`src/design/h264_fua_packetizer_defines.svh`:
```
// ----------------------------------------------------------------------------
// h264_fua_packetizer_defines
// assertion macros for the fu-a packetiser
// ----------------------------------------------------------------------------
`ifndef H264_FUA_PACKETIZER_DEFINES_SVH
`define H264_FUA_PACKETIZER_DEFINES_SVH

`ifndef ASSERT_OFF
// ante implies cons in the same cycle
`define FUA_ASSERT_IMPL(lbl, clk, rstn, ante, cons) \
    lbl: assert property (@(posedge clk) disable iff (!rstn) (ante) |-> (cons)) \
        else $error("fua assertion failed");
// ante implies cons in the next cycle
`define FUA_ASSERT_NEXT(lbl, clk, rstn, ante, cons) \
    lbl: assert property (@(posedge clk) disable iff (!rstn) (ante) |=> (cons)) \
        else $error("fua assertion failed");
`else
`define FUA_ASSERT_IMPL(lbl, clk, rstn, ante, cons)
`define FUA_ASSERT_NEXT(lbl, clk, rstn, ante, cons)
`endif

`endif

```
`src/design/h264fua_pkg.sv`:
```
// ----------------------------------------------------------------------------
// h264fua_pkg
// shared constants and types of the fu-a packetiser
// ----------------------------------------------------------------------------
package h264fua_pkg;

    localparam int LenW  = 24;
    localparam int LimW  = 11;
    localparam int ByteW = 8;

    localparam logic [LenW-1:0] LenMax = '1;

    localparam logic [4:0]       FuAType   = 5'd28;
    localparam logic [ByteW-1:0] ShortMark = 8'h01;
    localparam int               NriShift  = 5;

    localparam logic [LimW-1:0] LimMin   = 11'd3;
    localparam logic [LimW-1:0] LimMax   = 11'd1500;
    localparam logic [LimW-1:0] LimReset = 11'd1400;

    localparam int FifoDepth = 4;
    localparam int FifoAw    = 2;

    // one queued word: a data byte, optionally preceded by fu indicator and header
    typedef struct packed {
        logic [ByteW-1:0] data;
        logic [ByteW-1:0] fu_ind;
        logic [ByteW-1:0] fu_hdr;
        logic             has_hdr;
        logic             pend;
        logic             mark;
        logic             adv;
    } fua_entry_t;

    typedef struct packed {
        logic full;
        logic empty;
    } fua_qstat_t;

endpackage

```
`src/design/h264fua_front.sv`:
```
// ----------------------------------------------------------------------------
// h264fua_front
// accepts nal bytes, strips the start code and classifies each byte
// ----------------------------------------------------------------------------
module h264fua_front (
    input  logic                             aclk,
    input  logic                             aresetn,
    input  logic [h264fua_pkg::LimW-1:0]     max_len,
    input  logic                             s_valid,
    output logic                             s_ready,
    input  logic [h264fua_pkg::ByteW-1:0]    s_nal_byte,
    input  logic                             s_start_of_nal,
    input  logic [h264fua_pkg::LenW-1:0]     s_nal_length,
    input  h264fua_pkg::fua_qstat_t          q_stat,
    output logic                             q_push,
    output h264fua_pkg::fua_entry_t          q_entry
);
    import h264fua_pkg::*;

    logic [LenW-1:0]  byte_index_reg, byte_index_next;
    logic             lsc_reg, lsc_next;
    logic             frag_reg, frag_next;
    logic [ByteW-1:0] hdr_reg, hdr_next;
    logic [LimW-1:0]  chunk_reg, chunk_next;
    logic [LenW-1:0]  rem_reg, rem_next;
    logic             first_reg, first_next;

    logic             acc;
    logic             push;
    logic [LenW-1:0]  idx;
    logic             lsc, frag, first;
    logic [ByteW-1:0] hdr;
    logic [LimW-1:0]  chunk;
    logic [LenW-1:0]  rem;
    logic [LimW-1:0]  lim, csize;
    logic [LenW-1:0]  sc;
    logic             last, cend, skip;
    logic [LimW:0]    chunk_inc;

    assign s_ready = !q_stat.full;
    assign acc     = s_valid && s_ready;
    assign q_push  = acc && push;

    always_comb begin
        if (max_len < LimMin) begin
            lim = LimMin;
        end else if (max_len > LimMax) begin
            lim = LimMax;
        end else begin
            lim = max_len;
        end
        csize = lim - LimW'(2);
    end

    always_comb begin
        // a new unit starts from the reset state
        idx   = s_start_of_nal ? '0 : byte_index_reg;
        lsc   = s_start_of_nal ? 1'b0 : lsc_reg;
        frag  = s_start_of_nal ? 1'b0 : frag_reg;
        hdr   = s_start_of_nal ? '0 : hdr_reg;
        chunk = s_start_of_nal ? '0 : chunk_reg;
        rem   = s_start_of_nal ? '0 : rem_reg;
        first = s_start_of_nal ? 1'b1 : first_reg;

        byte_index_next = (idx != LenMax) ? idx + LenW'(1) : idx;
        lsc_next   = lsc;
        frag_next  = frag;
        hdr_next   = hdr;
        chunk_next = chunk;
        rem_next   = rem;
        first_next = first;

        push      = 1'b0;
        sc        = '0;
        last      = 1'b0;
        cend      = 1'b0;
        skip      = 1'b0;
        chunk_inc = {1'b0, chunk} + (LimW+1)'(1);
        q_entry   = '0;
        q_entry.data = s_nal_byte;
        q_entry.adv  = first;

        if (idx < LenW'(2)) begin
            // leading zeros of the start code
        end else if (idx == LenW'(2) || (idx == LenW'(3) && lsc)) begin
            lsc_next = (idx == LenW'(2)) ? (s_nal_byte != ShortMark) : lsc;
            if (!(idx == LenW'(2) && lsc_next)) begin
                sc         = lsc_next ? LenW'(4) : LenW'(3);
                rem_next   = (s_nal_length > sc) ? s_nal_length - sc : '0;
                frag_next  = rem_next > LenW'(lim);
                chunk_next = '0;
            end
        end else if (rem != '0) begin
            last = (rem == LenW'(1));
            if (idx == (lsc ? LenW'(4) : LenW'(3))) begin
                hdr_next = s_nal_byte;
                skip     = frag;   // nal header dropped in fragment mode
            end
            if (!skip && !frag) begin
                push         = 1'b1;
                q_entry.pend = last;
                q_entry.mark = last;
                if (last) begin
                    first_next = 1'b0;
                end
            end else if (!skip) begin
                push            = 1'b1;
                cend            = last || (chunk_inc >= {1'b0, csize});
                q_entry.has_hdr = (chunk == '0);
                q_entry.fu_ind  = {hdr_next[ByteW-1:NriShift], FuAType};
                q_entry.fu_hdr  = {first, (rem <= LenW'(csize)), 1'b0,
                                   hdr_next[NriShift-1:0]};
                q_entry.pend    = cend;
                q_entry.mark    = last;
                if (cend) begin
                    chunk_next = '0;
                    first_next = 1'b0;
                end else begin
                    chunk_next = chunk_inc[LimW-1:0];
                end
            end
            rem_next = rem - LenW'(1);
        end
    end

    always_ff @(posedge aclk) begin
        if (!aresetn) begin
            byte_index_reg <= '0;
            lsc_reg        <= 1'b0;
            frag_reg       <= 1'b0;
            hdr_reg        <= '0;
            chunk_reg      <= '0;
            rem_reg        <= '0;
            first_reg      <= 1'b1;
        end else if (acc) begin
            byte_index_reg <= byte_index_next;
            lsc_reg        <= lsc_next;
            frag_reg       <= frag_next;
            hdr_reg        <= hdr_next;
            chunk_reg      <= chunk_next;
            rem_reg        <= rem_next;
            first_reg      <= first_next;
        end
    end

endmodule

```
`src/design/h264fua_fifo.sv`:
```
// ----------------------------------------------------------------------------
// h264fua_fifo
// short queue of classified words between front and back
// ----------------------------------------------------------------------------
module h264fua_fifo (
    input  logic                    aclk,
    input  logic                    aresetn,
    input  logic                    push,
    input  h264fua_pkg::fua_entry_t wr_entry,
    input  logic                    pop,
    output h264fua_pkg::fua_entry_t head,
    output h264fua_pkg::fua_qstat_t stat
);
    import h264fua_pkg::*;

    fua_entry_t        slot_reg [FifoDepth];
    logic [FifoAw-1:0] wr_ptr_reg, rd_ptr_reg;
    logic [FifoAw:0]   count_reg, count_next;
    logic              do_push, do_pop;

    assign stat.full  = (count_reg == (FifoAw+1)'(FifoDepth));
    assign stat.empty = (count_reg == '0);
    assign do_push    = push && !stat.full;
    assign do_pop     = pop && !stat.empty;
    assign head       = slot_reg[rd_ptr_reg];

    always_comb begin
        count_next = count_reg;
        if (do_push && !do_pop) begin
            count_next = count_reg + (FifoAw+1)'(1);
        end else if (do_pop && !do_push) begin
            count_next = count_reg - (FifoAw+1)'(1);
        end
    end

    always_ff @(posedge aclk) begin
        if (do_push) begin
            slot_reg[wr_ptr_reg] <= wr_entry;
        end
    end

    always_ff @(posedge aclk) begin
        if (!aresetn) begin
            wr_ptr_reg <= '0;
            rd_ptr_reg <= '0;
            count_reg  <= '0;
        end else begin
            if (do_push) begin
                wr_ptr_reg <= wr_ptr_reg + FifoAw'(1);
            end
            if (do_pop) begin
                rd_ptr_reg <= rd_ptr_reg + FifoAw'(1);
            end
            count_reg <= count_next;
        end
    end

endmodule

```
`src/design/h264fua_back.sv`:
```
// ----------------------------------------------------------------------------
// h264fua_back
// expands queued words into payload bytes behind an output register
// ----------------------------------------------------------------------------
module h264fua_back (
    input  logic                          aclk,
    input  logic                          aresetn,
    input  h264fua_pkg::fua_entry_t       q_head,
    input  h264fua_pkg::fua_qstat_t       q_stat,
    output logic                          q_pop,
    output logic                          m_valid,
    input  logic                          m_ready,
    output logic [h264fua_pkg::ByteW-1:0] m_payload_byte,
    output logic                          m_packet_end,
    output logic                          m_marker,
    output logic                          m_advance_timestamp,
    output logic                          m_last_of_input
);
    import h264fua_pkg::*;

    localparam logic [1:0] PhInd  = 2'd0;
    localparam logic [1:0] PhHdr  = 2'd1;
    localparam logic [1:0] PhData = 2'd2;

    logic [1:0]       phase_reg, phase_next;
    logic             m_valid_reg;
    logic [ByteW-1:0] byte_reg, byte_next;
    logic             pend_reg, pend_next;
    logic             mark_reg, mark_next;
    logic             adv_reg;
    logic             last_reg, last_next;
    logic             load, take;

    assign load  = !q_stat.empty && (!m_valid_reg || m_ready);
    assign q_pop = load && take;

    always_comb begin
        byte_next  = q_head.data;
        pend_next  = q_head.pend;
        mark_next  = q_head.mark;
        last_next  = 1'b1;
        phase_next = PhInd;
        take       = 1'b1;
        case (phase_reg)
            PhInd: begin
                if (q_head.has_hdr) begin
                    byte_next  = q_head.fu_ind;
                    pend_next  = 1'b0;
                    mark_next  = 1'b0;
                    last_next  = 1'b0;
                    phase_next = PhHdr;
                    take       = 1'b0;
                end
            end
            PhHdr: begin
                byte_next  = q_head.fu_hdr;
                pend_next  = 1'b0;
                mark_next  = 1'b0;
                last_next  = 1'b0;
                phase_next = PhData;
                take       = 1'b0;
            end
            PhData: begin
                phase_next = PhInd;
            end
            default: begin
                phase_next = PhInd;
            end
        endcase
    end

    always_ff @(posedge aclk) begin
        if (!aresetn) begin
            m_valid_reg <= 1'b0;
            phase_reg   <= PhInd;
        end else if (load) begin
            m_valid_reg <= 1'b1;
            phase_reg   <= phase_next;
        end else if (m_ready) begin
            m_valid_reg <= 1'b0;
        end
    end

    always_ff @(posedge aclk) begin
        if (load) begin
            byte_reg <= byte_next;
            pend_reg <= pend_next;
            mark_reg <= mark_next;
            adv_reg  <= q_head.adv;
            last_reg <= last_next;
        end
    end

    assign m_valid             = m_valid_reg;
    assign m_payload_byte      = byte_reg;
    assign m_packet_end        = pend_reg;
    assign m_marker            = mark_reg;
    assign m_advance_timestamp = adv_reg;
    assign m_last_of_input     = last_reg;

endmodule

```
`src/design/h264_fua_packetizer.sv`:
```
// ----------------------------------------------------------------------------
// h264_fua_packetizer
// rtp payload builder for h.264 nal units: single packets and fu-a fragments
// ----------------------------------------------------------------------------
//  channel   direction  word
//  s_*       in         one annex b byte, start flag, unit length
//  m_*       out        one payload byte with packet end, marker, timestamp flags
//  cfg_*     in         max_packet_length (11 bit, reset 1400)
//
//  one input word is taken per cycle while the four-word queue has room
//  each input word yields zero to three output words, one per cycle while
//  the output is not stalled; fu indicator and header precede the data byte
//  input and output stall independently, the queue absorbs header bubbles
//  synchronous active-low reset; limit register resets to 1400
// ----------------------------------------------------------------------------
`include "h264_fua_packetizer_defines.svh"

module h264_fua_packetizer (
    input  logic                          aclk,
    input  logic                          aresetn,
    // configuration
    input  logic                          cfg_valid,
    output logic                          cfg_ready,
    input  logic [h264fua_pkg::LimW-1:0]  cfg_max_packet_length,
    // nal byte input
    input  logic                          s_valid,
    output logic                          s_ready,
    input  logic [h264fua_pkg::ByteW-1:0] s_nal_byte,
    input  logic                          s_start_of_nal,
    input  logic [h264fua_pkg::LenW-1:0]  s_nal_length,
    // payload output
    output logic                          m_valid,
    input  logic                          m_ready,
    output logic [h264fua_pkg::ByteW-1:0] m_payload_byte,
    output logic                          m_packet_end,
    output logic                          m_marker,
    output logic                          m_advance_timestamp,
    output logic                          m_last_of_input
);
    import h264fua_pkg::*;

    // packet size limit, clamped inside the front end
    logic [LimW-1:0] max_len_reg;

    // queue interface
    fua_entry_t q_entry, q_head;
    fua_qstat_t q_stat;
    logic       q_push, q_pop;

    // the register can always be written
    assign cfg_ready = 1'b1;

    always_ff @(posedge aclk) begin
        if (!aresetn) begin
            max_len_reg <= LimReset;
        end else if (cfg_valid && cfg_ready) begin
            max_len_reg <= cfg_max_packet_length;
        end
    end

    // front: start code strip, fragmentation decisions
    h264fua_front u_front (
        .aclk           (aclk),
        .aresetn        (aresetn),
        .max_len        (max_len_reg),
        .s_valid        (s_valid),
        .s_ready        (s_ready),
        .s_nal_byte     (s_nal_byte),
        .s_start_of_nal (s_start_of_nal),
        .s_nal_length   (s_nal_length),
        .q_stat         (q_stat),
        .q_push         (q_push),
        .q_entry        (q_entry)
    );

    // decoupling queue
    h264fua_fifo u_fifo (
        .aclk     (aclk),
        .aresetn  (aresetn),
        .push     (q_push),
        .wr_entry (q_entry),
        .pop      (q_pop),
        .head     (q_head),
        .stat     (q_stat)
    );

    // back: header insertion and output register
    h264fua_back u_back (
        .aclk                (aclk),
        .aresetn             (aresetn),
        .q_head              (q_head),
        .q_stat              (q_stat),
        .q_pop               (q_pop),
        .m_valid             (m_valid),
        .m_ready             (m_ready),
        .m_payload_byte      (m_payload_byte),
        .m_packet_end        (m_packet_end),
        .m_marker            (m_marker),
        .m_advance_timestamp (m_advance_timestamp),
        .m_last_of_input     (m_last_of_input)
    );

    // marker only ever rides on the end of a packet
    `FUA_ASSERT_IMPL(a_marker_end, aclk, aresetn, m_valid && m_marker, m_packet_end)
    // packet ends only on a data byte, which closes its input word
    `FUA_ASSERT_IMPL(a_end_last, aclk, aresetn, m_valid && m_packet_end, m_last_of_input)
    // queue status is never both full and empty
    `FUA_ASSERT_IMPL(a_q_stat, aclk, aresetn, q_stat.full, !q_stat.empty)
    // a pop always hands over a word the back end has registered
    `FUA_ASSERT_NEXT(a_pop_valid, aclk, aresetn, q_pop, m_valid && m_last_of_input)

endmodule
```
`config.mk`:
```
export PLATFORM = sky130hd
export DESIGN_NAME = h264_fua_packetizer
export DESIGN_NICKNAME = d
export VERILOG_FILES = /design/src/design/h264fua_pkg.sv /design/src/design/h264fua_front.sv /design/src/design/h264fua_fifo.sv /design/src/design/h264fua_back.sv /design/src/design/h264_fua_packetizer.sv
export VERILOG_INCLUDE_DIRS = /design/src /design/src/design
export SDC_FILE = /design/constraint.sdc
export NUM_CORES = 1
export LEC_CHECK = 0
export ABC_AREA = 1
export BUFFER_PORTS_ARGS = -buffer_cell sky130_fd_sc_hd__buf_2
export CORE_MARGIN = 8
export CORE_UTILIZATION = 35
export CTS_CLUSTER_DIAMETER = 30
export DETAILED_ROUTE_END_ITERATION = 6
export GPL_TIMING_DRIVEN = 0
export PLACE_DENSITY_LB_ADDON = 0.1
export SYNTH_ARGS = -nofsm -noshare
export SYNTH_HDL_FRONTEND = slang
export SYNTH_SLANG_ARGS = --single-unit
export TNS_END_PERCENT = 30
```
`constraint.sdc`:
```
create_clock -name aclk -period 14.06 [get_ports aclk]
set_input_delay 0.703 -clock aclk [delete_from_list [all_inputs] [get_ports aclk]]
set_output_delay 0.703 -clock aclk [all_outputs]
set_load 0.01 [all_outputs]
```
# Word-level counts from Yosys, hierarchy flattened
# Memories as Yosys holds them, arrays and structs flattened. A register that Yosys moved wholly into a read port is not among the register bits.
# Index checks and enable logic that the tools add are counted.
# op_classes
n_addsub,9
magnitude_cmp,7
n_eq_ne,8
mux,74
reduce_logical,27
# ops
op,n
two-way mux 24 bit,8
two-way mux 11 bit,10
two-way mux 19 bit,4
equality test 24 x 2 -> 1 bit (second input constant),2
two-way mux 8 bit,6
two-way mux 1 bit,33
adder 24 x 1 -> 24 bit (second input constant),1
equality test 24 x 1 -> 1 bit (second input constant),1
equality test 24 bit,1
greater-than comparator 24 x 11 -> 1 bit,1
greater-than comparator 24 bit,1
<= comparator 24 x 11 -> 1 bit,1
< comparator 24 x 2 -> 1 bit (second input constant),1
!= test 24 bit (second input constant),1
nonzero test 24 bit,1
subtractor 24 x 1 -> 24 bit (second input constant),1
subtractor 24 bit,1
two-way mux 17 bit,1
one-hot mux 8 bit (2 select lines),1
adder 11 x 1 -> 12 bit (second input constant),1
>= comparator 12 x 11 -> 1 bit,1
two-way mux 3 bit,4
greater-than comparator 11 bit (second input constant),1
logical AND 1 bit,11
other kinds (17),31
# word_totals
regBits,103
mem_bits_rw,112
in_bits,49
n_memories,1
# mem_list
name,depth,word_bits,read_ports,rd_clocked_by_memory_dff,wr,line,text
u_fifo.slot_reg,4,28,1,1,1,h264fua_fifo.sv:16,fua_entry_t slot_reg [FifoDepth];

# Logic depth before layout (Yosys ltp)
# Gate-level depths: netlist of run 1.
# logic_depth
word_depth,19
depth_mapped,40
mapped_depth_nobuf,38

# Modules after synthesis
# Synthesis of run 1 repeated with hierarchy kept, for this count alone.
# hier_totals
cells_unflattened,1957
area_unflattened_um2,14286.2
# by_module_without_submodules
module,n_inst,cells_each,area_per_inst_um2,seq_area_each_um2
h264fua_front,1,1455,8379.3,1401.3
h264fua_fifo,1,341,4640.7,3543.4
h264fua_back,1,101,805.8,420.4
h264_fua_packetizer,1,60,460.4,220.2

# Worst setup path before layout of run 1
# OpenSTA, ideal clock, no wires.
# synth_path
path_kind,in2reg
start,in s_start_of_nal
end,reg u_front.frag_reg
setup_time_ns,0.132
t_arrival_ns,4.809
t_required_ns,13.928
slack_ns,9.119
stages,37
n_path_buf,4
path_cell_list,buf_4 -> buf_6 -> nor2_1 -> inv_1 -> ha_1 -> inv_1 -> nor3_2 -> nand2_2 -> buf_2 -> o21ai_0 -> inv_1 -> ha_1 -> inv_1 -> fa_1 -> nand2_1 -> nand2_1 -> nor2_2 -> nand2_1 -> nand2_1 -> nand2_1 -> inv_1 -> buf_4 -> a21oi_1 -> ha_1 -> a21o_1 -> nor2_1 -> nand2_1 -> nand2_1 -> nand2_1 -> nand2_1 -> nand2_1 -> nand2_1 -> nand2_1 -> nor2_1 -> nand3_1 -> nand3_1 -> a21oi_1
# synth_via
elab_chain_cells,10
elab_cells_between_ends,18
classes_between,1 x add/sub; 3 x order compare; 2 x eq/ne; 9 x mux; 3 x reduce/logical
# synth_rtl
item,line,text
start: declaration,h264_fua_packetizer.sv:29,"input logic s_start_of_nal,"
two-way mux 24 bit,h264fua_front.sv:57,idx = s_start_of_nal ? '0 : byte_index_reg;
equality test 24 x 2 -> 1 bit,"h264fua_front.sv:85, h264fua_front.sv:86, h264fua_front.sv:87",
two-way mux 1 bit,h264fua_front.sv:86,lsc_next = (idx == LenW'(2)) ? (s_nal_byte != ShortMark) : lsc;
two-way mux 3 bit,h264fua_front.sv:88,sc = lsc_next ? LenW'(4) : LenW'(3);
subtractor 24 bit / greater-than comparator 24 bit (equally long branches),h264fua_front.sv:89,rem_next = (s_nal_length > sc) ? s_nal_length - sc : '0;
two-way mux 24 bit,h264fua_front.sv:89,
greater-than comparator 24 x 11 -> 1 bit,h264fua_front.sv:90,frag_next = rem_next > LenW'(lim);
two-way mux 1 bit,h264fua_front.sv:87,if (!(idx == LenW'(2) && lsc_next)) begin
two-way mux 1 bit,h264fua_front.sv:85,end else if (idx == LenW'(2) || (idx == LenW'(3) && lsc)) begin
two-way mux 1 bit (*),h264fua_front.sv:83,if (idx < LenW'(2)) begin
end signal: assignment,h264fua_front.sv:138,frag_reg <= frag_next;
end: declaration,h264fua_front.sv:22,"logic frag_reg, frag_next;"
# Mark *: on every way between the ends. The rest lies on a longest branch, timed or not.
# A chain may end at the register's enable or synchronous reset.

# Worst setup path in the final report of run 1
# Same ends and word-level chain as after synthesis.

==> reports/results.ini, run 1 <==
[floorplanning]
fp.dieW_um=207.3
die_y_um=207.3
die_area_um2=42990
coreArea_um2=36350
initial_core_util=0.3525
row_count=70
io_pins=64

[timing]
fin_crit_sh=0.4471
finalHoldViolCount=0
fin_setup_tns_ns=0
fin_crit_ns=6.286
setup-violations-final=0
holdWs_ns=0.4499
worstMarginPinSlew_ns=1.024
max-slew-margin-rel=0.3102
slew_viol_final=0
rsz0062_at_grt=no
finalClockSkew_ns=0.01716
max_freq_mhz=159.1

[pwr]
p_sw_frac=0.3896
peakVddDrop_v=0.00009720
p_leak_nw=5.882
p_int_w=0.001133
p_clk_frac=0.285
p_sw_w=0.0007231
p_comb_frac=0.346
powerDensity_nw_per_um2=129.1
p_seq_frac=0.369
finalPower_w=0.001856

[worst_hold_path]
hold_class=input port to register
hold_depth=3
min_to=max_len_reg[6]
hold_path.startpoint=cfg_max_packet_length[6]

[final_layout]
area_growth_pct=12.23
nets=1957
drive_above_1_share=0.1038
multi_input_area_um2=6710
nFillCells=3844
regArea_um2=4985
largest_register_ffs=92
diodes=0

[outcome]
status=completed

[global_route]
grt_pass1_vias=11530
grt_antenna_before_repair=0
grt_max_degree=24
grt.total_usage=0.1928
grt_overflow_total=0
grt_pass1_wl_mm=65.61

[synth]
synth_area_um2=12810
synth_seq_area_share=0.3891
ys_ff_latch=197
ys.flop_type=edfxtp_1
synthCells=1775
ys_types=60
synth_edf_count=104
synthArstFlopShare=0
yosys_warnings=0
syn_nets=1876
avgSynthCellArea_um2=7.218

[setup_path]
r2r-end=u_front.frag_reg
max_stage_delay_ns=0.43
crit_type=input port to register
endpoint_kind=register
crit_slowest_cell=o21ai_0
regToRegStartpoint=u_front.byte_index_reg[0]
critPathArrivalTime_ns=6.59
start_kind=input port
r2r_setup_slack_ns=8.09
crit_required_ns=14.36
path_common_cell=nand2_1
path_max_fanout=10
r2r_cells=36

[placement]
portBuffers=61
hpwl_mm=31.69
place.gp.congestion=0.9282

[clock_network]
cts_tree=yes
root_buffer=clkbuf_16
cts_sinks=197
clock_insertion_delay_worst_skew_ns=0.46
cts.repair.resized=0
cts.path.max_buffers=2
ctsHoldBuffers=0
cts-buffers-inserted=17
ctsHtreeMaxLevel=4
clk_pin_slew_ns=0.08
cts_setup_buffers=0

[drt]
drtPass1Iterations=5
post-route-drc-count=0
wirelength_mm=42.09
wire_per_inst_um=18.01
ant_nets=0
drt_iter0_drc=874
avgViaCountPerCell=5.161
num_vias=12060

[run]
drv_cap=0

worst max-delay path by stage:
stage | end | slack, ns | cells past startpoint | start
finish | u_front.frag_reg | 7.77 | 38 | s_start_of_nal
global route | u_front.frag_reg | 7.30 | 38 | s_start_of_nal
CTS | u_front.frag_reg | 7.80 | 38 | s_start_of_nal
detailed placement | u_front.frag_reg | 7.35 | 38 | s_start_of_nal
global placement | u_front.frag_reg | 7.41 | 38 | s_start_of_nal
floorplan | u_front.frag_reg | 9.12 | 37 | s_start_of_nal
synthesized netlist by cell type, types with 4 or more instances:
| cell | n | area (um^2) |
|---|---|---|
| nor2_2 | 12 | 75.07 |
| nand4_1 | 24 | 150.1 |
| dfxtp_1 | 93 | 1862 |
| inv_2 | 13 | 48.80 |
| a21oi_1 | 149 | 745.7 |
| o211ai_1 | 14 | 105.1 |
| edfxtp_1 | 104 | 3123 |
| o21ai_0 | 130 | 650.6 |
| o22ai_1 | 21 | 131.4 |
| buf_6 | 5 | 56.30 |
| nor2_1 | 236 | 885.9 |
| nor3_2 | 6 | 60.06 |
| nor2_4 | 8 | 90.09 |
| nand2_1 | 386 | 1449 |
| nand2_2 | 16 | 100.1 |
| nand3b_1 | 4 | 30.03 |
| buf_4 | 8 | 60.06 |
| buf_2 | 12 | 60.06 |
| clkbuf_1 | 39 | 146.4 |
| nand2_4 | 4 | 45.04 |
| ha_1 | 50 | 625.6 |
| o21ai_1 | 6 | 30.03 |
| inv_1 | 199 | 747.0 |
| nor3_1 | 18 | 90.09 |
| xor2_1 | 34 | 297.8 |
| nor4_1 | 10 | 62.56 |
| xnor2_1 | 11 | 96.34 |
| o2111ai_1 | 7 | 61.31 |
| nand3_1 | 115 | 575.6 |
cell type report:
cell class,instances,area share
clock buffer,19,0.03080
timing repair buffer,62,0.02202
multi-input combinational,1296,0.4667
tap,468,0.04072
buffer,67,0.02402
sequential,197,0.3467
clock inverter,13,0.01288
inverter,215,0.05621
stage by stage:
step	instances	instance area, um^2	utilization	setup slack (ns)
floorplan	1775	12810	-	9.119
global placement	2304	13700	0.3770	7.407
detailed placement	2305	13750	0.3783	7.346
CTS	2337	14380	0.3956	7.801
global route	2337	14380	0.3956	7.300
finish	2337	14380	0.3956	7.774
power groups by stage:
stage	Sequential (W)	Combinational [W]	Clock, W
after global placement	0.000699	0.000634	0
after floorplan	0.000706	0.000407	0
final	0.000685	0.000642	0.000529
after global routing	0.000690	0.000715	0.000559
after detailed placement	0.000698	0.000643	0
after CTS	0.000685	0.000647	0.000539
kinds of logic (layout without fill, tap and decap cells):
family | after synthesis | after routing | share of synthesized area
compound gates | 345 | 345 | 0.1461
xor+xnor | 45 | 45 | 0.03076
fa+ha+maj | 52 | 52 | 0.05195
buf+inv | 282 | 376 | 0.09004
flops | 197 | 197 | 0.3891
other cells | 1 | 1 | 0.0002927
simple gates | 853 | 853 | 0.2918
routing by layer:
| layer | up-vias | track usage | part of all wire |
|---|---|---|---|
| met5 | - | 0 | 0 |
| met4 | 0 | 0.06064 | 0.022 |
| met3 | 49 | 0.02582 | 0.035 |
| met2 | 257 | 0.3239 | 0.47 |
| met1 | 5698 | 0.2542 | 0.47 |
| li1 | 6058 | - | - |
cell usage in the layout, fill, tap and decap left out, types with 3 or more instances in the layout:
| master | instances |
|---|---|
| xor2_1 | 34 |
| nor2_4 | 12 |
| o21ai_1 | 6 |
| a21oi_1 | 149 |
| nand4_1 | 24 |
| nand2_2 | 16 |
| nand3b_1 | 4 |
| o211ai_1 | 14 |
| clkbuf_16 | 17 |
| edfxtp_1 | 104 |
| o21ai_0 | 130 |
| inv_2 | 13 |
| nor3_1 | 18 |
| o2111ai_1 | 7 |
| o22ai_1 | 21 |
| inv_8 | 3 |
| nand2_4 | 4 |
| inv_1 | 199 |
| buf_2 | 73 |
| dfxtp_1 | 93 |
| buf_4 | 8 |
| clkinv_8 | 3 |
| nor4_1 | 10 |
| nand2_1 | 386 |
| nor2_1 | 232 |
| ha_1 | 50 |
| nor2_2 | 12 |
| nand3_1 | 115 |
| clkbuf_1 | 40 |
| nor3_2 | 6 |
| xnor2_1 | 11 |
| buf_6 | 6 |
worst max-delay path: cells and delay by family:
kind            cells  cell delay [ns]
fa+ha+maj           4             1.11
buf+inv            10             1.61
simple gates       20             2.33
compound gates      4             0.79
Power figures use the tool's default switching activity.
==> run 2, diff against run 1 <==
==> constraint.sdc (replaced) <==
create_clock -name aclk -period 5.1 [get_ports aclk]
set_input_delay 0.255 -clock aclk [delete_from_list [all_inputs] [get_ports aclk]]
set_output_delay 0.255 -clock aclk [all_outputs]
set_load 0.01 [all_outputs]
==> run 2 against run 1 <==
  * Cell count is 0.34% higher
  * First-iteration DRC count is 4.7% higher
  * Power rose to 2.8 times the previous value
  * Non-clock buffer count rose by 8
  * Utilization increased by 0.45 points
  * Clock skew up 0.0024 ns
  * Clock-buffer cell count is the same
  * Critical path depth fell by 3
  * Routed wire length grew 0.47%
  * Design area grew 1.1%
  * Sequential share of layout area is 0.38 points lower
  * Global-route usage up 0.051 points
  * Critical endpoint unchanged
==> reports/results.ini, run 2 (same netlist as run 1, synthesis figures left out) <==
[setup_path]
r2r_setup_slack_ns=0.27
critPathArrivalTime_ns=5.14
path_common_cell=nand2_1
crit_required_ns=5.40
max_stage_delay_ns=0.34
crit_slowest_cell=dfxtp_1
cp.depth=35
worst-path-buf-inv=5
crit_family=simple AND/OR/NAND/NOR gates
path_max_fanout=10
r2r_cells=35
endpoint_kind=register
crit_start=u_front.byte_index_reg[8]
crit_type=register to register
r2r-end=u_front.frag_reg
regToRegStartpoint=u_front.byte_index_reg[8]
endpoint=u_front.frag_reg
start_kind=register

[pwr]
p_sw_frac=0.3895
p_comb_frac=0.347
peakVddDrop_v=0.0002658
powerDensity_nw_per_um2=353.0
p_leak_nw=5.935
p_seq_frac=0.368
finalPower_w=0.005133
p_clk_frac=0.285
p_sw_w=0.001999
p_int_w=0.003134

[floorplanning]
fp.dieW_um=207.3
die_area_um2=42990
coreArea_um2=36350
row_count=70
die_y_um=207.3
initial_core_util=0.3525
io_pins=64

[global_route]
use_met3=0.02582
met2_usage=0.3248
grt_max_degree=24
grt_overflow_total=0
busiest_layer=met2
grt_pass1_vias=11570
grt_pass1_wl_mm=65.82
grt_antenna_before_repair=0
grt.total_usage=0.1934
use_met1=0.2549

[placement]
portBuffers=61
place.gp.congestion=0.9282
place_ws_ns=-1.166
hpwl_mm=31.69

[timing]
setup-violations-final=0
fin_crit_sh=0.9477
worstMarginPinSlew_ns=0.9452
holdWs_ns=0.02188
finalClockSkew_ns=0.01960
fin_ws_ns=0.2669
max-slew-margin-rel=0.3698
slew_viol_final=0
rsz0062_at_grt=yes
max_freq_mhz=206.9
finalHoldViolCount=0
fin_crit_ns=4.833

[drt]
wirelength_mm=42.29
ant_nets=0
post-route-drc-count=0
drtPass1Iterations=5
num_vias=12160
drt_iter0_drc=915
wire_per_inst_um=18.03
avgViaCountPerCell=5.185

[clock_network]
cts.path.max_buffers=2
root_buffer=clkbuf_16
cts-buffers-inserted=17
cts_tree=yes
ctsHtreeMaxLevel=4
clock_insertion_delay_worst_skew_ns=0.46
clk_pin_slew_ns=0.08
cts_sinks=197

[final_layout]
layout_commonest_cell=nand2_1
largest_register_ffs=92
nets=1965
diodes=0
final_cell_mix=384 x nand2_1, 225 x nor2_1, 199 x inv_1
fin_util=0.4001
drive_above_1_share=0.1124
area_growth_pct=13.50

[run]
drv_cap=0

[worst_hold_path]
hold_class=input port to register

[outcome]
status=completed

## run 2: cell types whose count changed in the layout (fill, tap and decap cells not counted), sizes merged
cell         previous run  this run
dlygate4sd3             0         5
buf                    90        92
clkbuf                 58        59
## run 2: power by group through the flow
stage / clock (W) / sequential (W) / combinational (W)
2_1_floorplan: 0 / 0.00195 / 0.00112
3_3_place_gp: 0 / 0.00193 / 0.00175
3_5_place_dp: 0 / 0.00192 / 0.00177
4_1_cts: 0.00148 / 0.00189 / 0.00179
5_1_grt: 0.00154 / 0.00190 / 0.00199
6_report: 0.00146 / 0.00189 / 0.00178
## run 2: routing by layer
| layer | vias to the layer above | wire [um] |
|---|---|---|
| met1 | 5749 | 19730 |
| met4 | 0 | 982 |
| li1 | 6079 | - |
| met3 | 54 | 1623 |
| met5 | - | 0 |
| met2 | 276 | 19950 |
## run 2: tightest hold or removal path, stage by stage
cell     delay [ns]
buf_2          0.08
a21oi_1        0.05
o21ai_0        0.06
## run 2: final cells by class
type	count	area, um^2
buffer	67	361.6
clock buffer	19	442.9
clock inverter	13	185.2
fill	3833	21810
inverter	215	808.3
multi-input combinational	1296	6783
sequential	197	4986
tap	468	585.6
timing repair buffer	70	389.1
## run 2: what timing repair did
| item | CTS | global route |
|---|---|---|
| gates resized for setup | 8 | 20 |
| hold buffers | 5 | 0 |
| setup endpoints to repair | 1 | 17 |
| pin swaps | 2 | 2 |
| setup buffers | 2 | 1 |
| hold endpoints to repair | 5 | 0 |
## run 2: worst min path at each step
stage,start,end,slack (ns),cells after the start
after floorplan,s_nal_byte[0],u_fifo.slot_reg[0][20],0.35,0
after global placement,u_fifo.rd_ptr_reg[1],register,0.45,2
after detailed placement,u_front.rem_reg[2],u_front.rem_reg[2],0.46,2
after CTS,cfg_max_packet_length[8],max_len_reg[8],0.004,3
after global routing,cfg_max_packet_length[8],max_len_reg[8],0.03,3
final,cfg_max_packet_length[8],max_len_reg[8],0.02,3
## run 2: stage by stage
step                      setup TNS (ns)  instance area [um^2]  instances
after detailed placement          -1.329                 13750       2305
after global placement            -1.124                 13700       2304
after floorplan                        0                 12810       1775
after CTS                              0                 14480       2344
after global routing            -0.03547                 14540       2345
final                                  0                 14540       2345
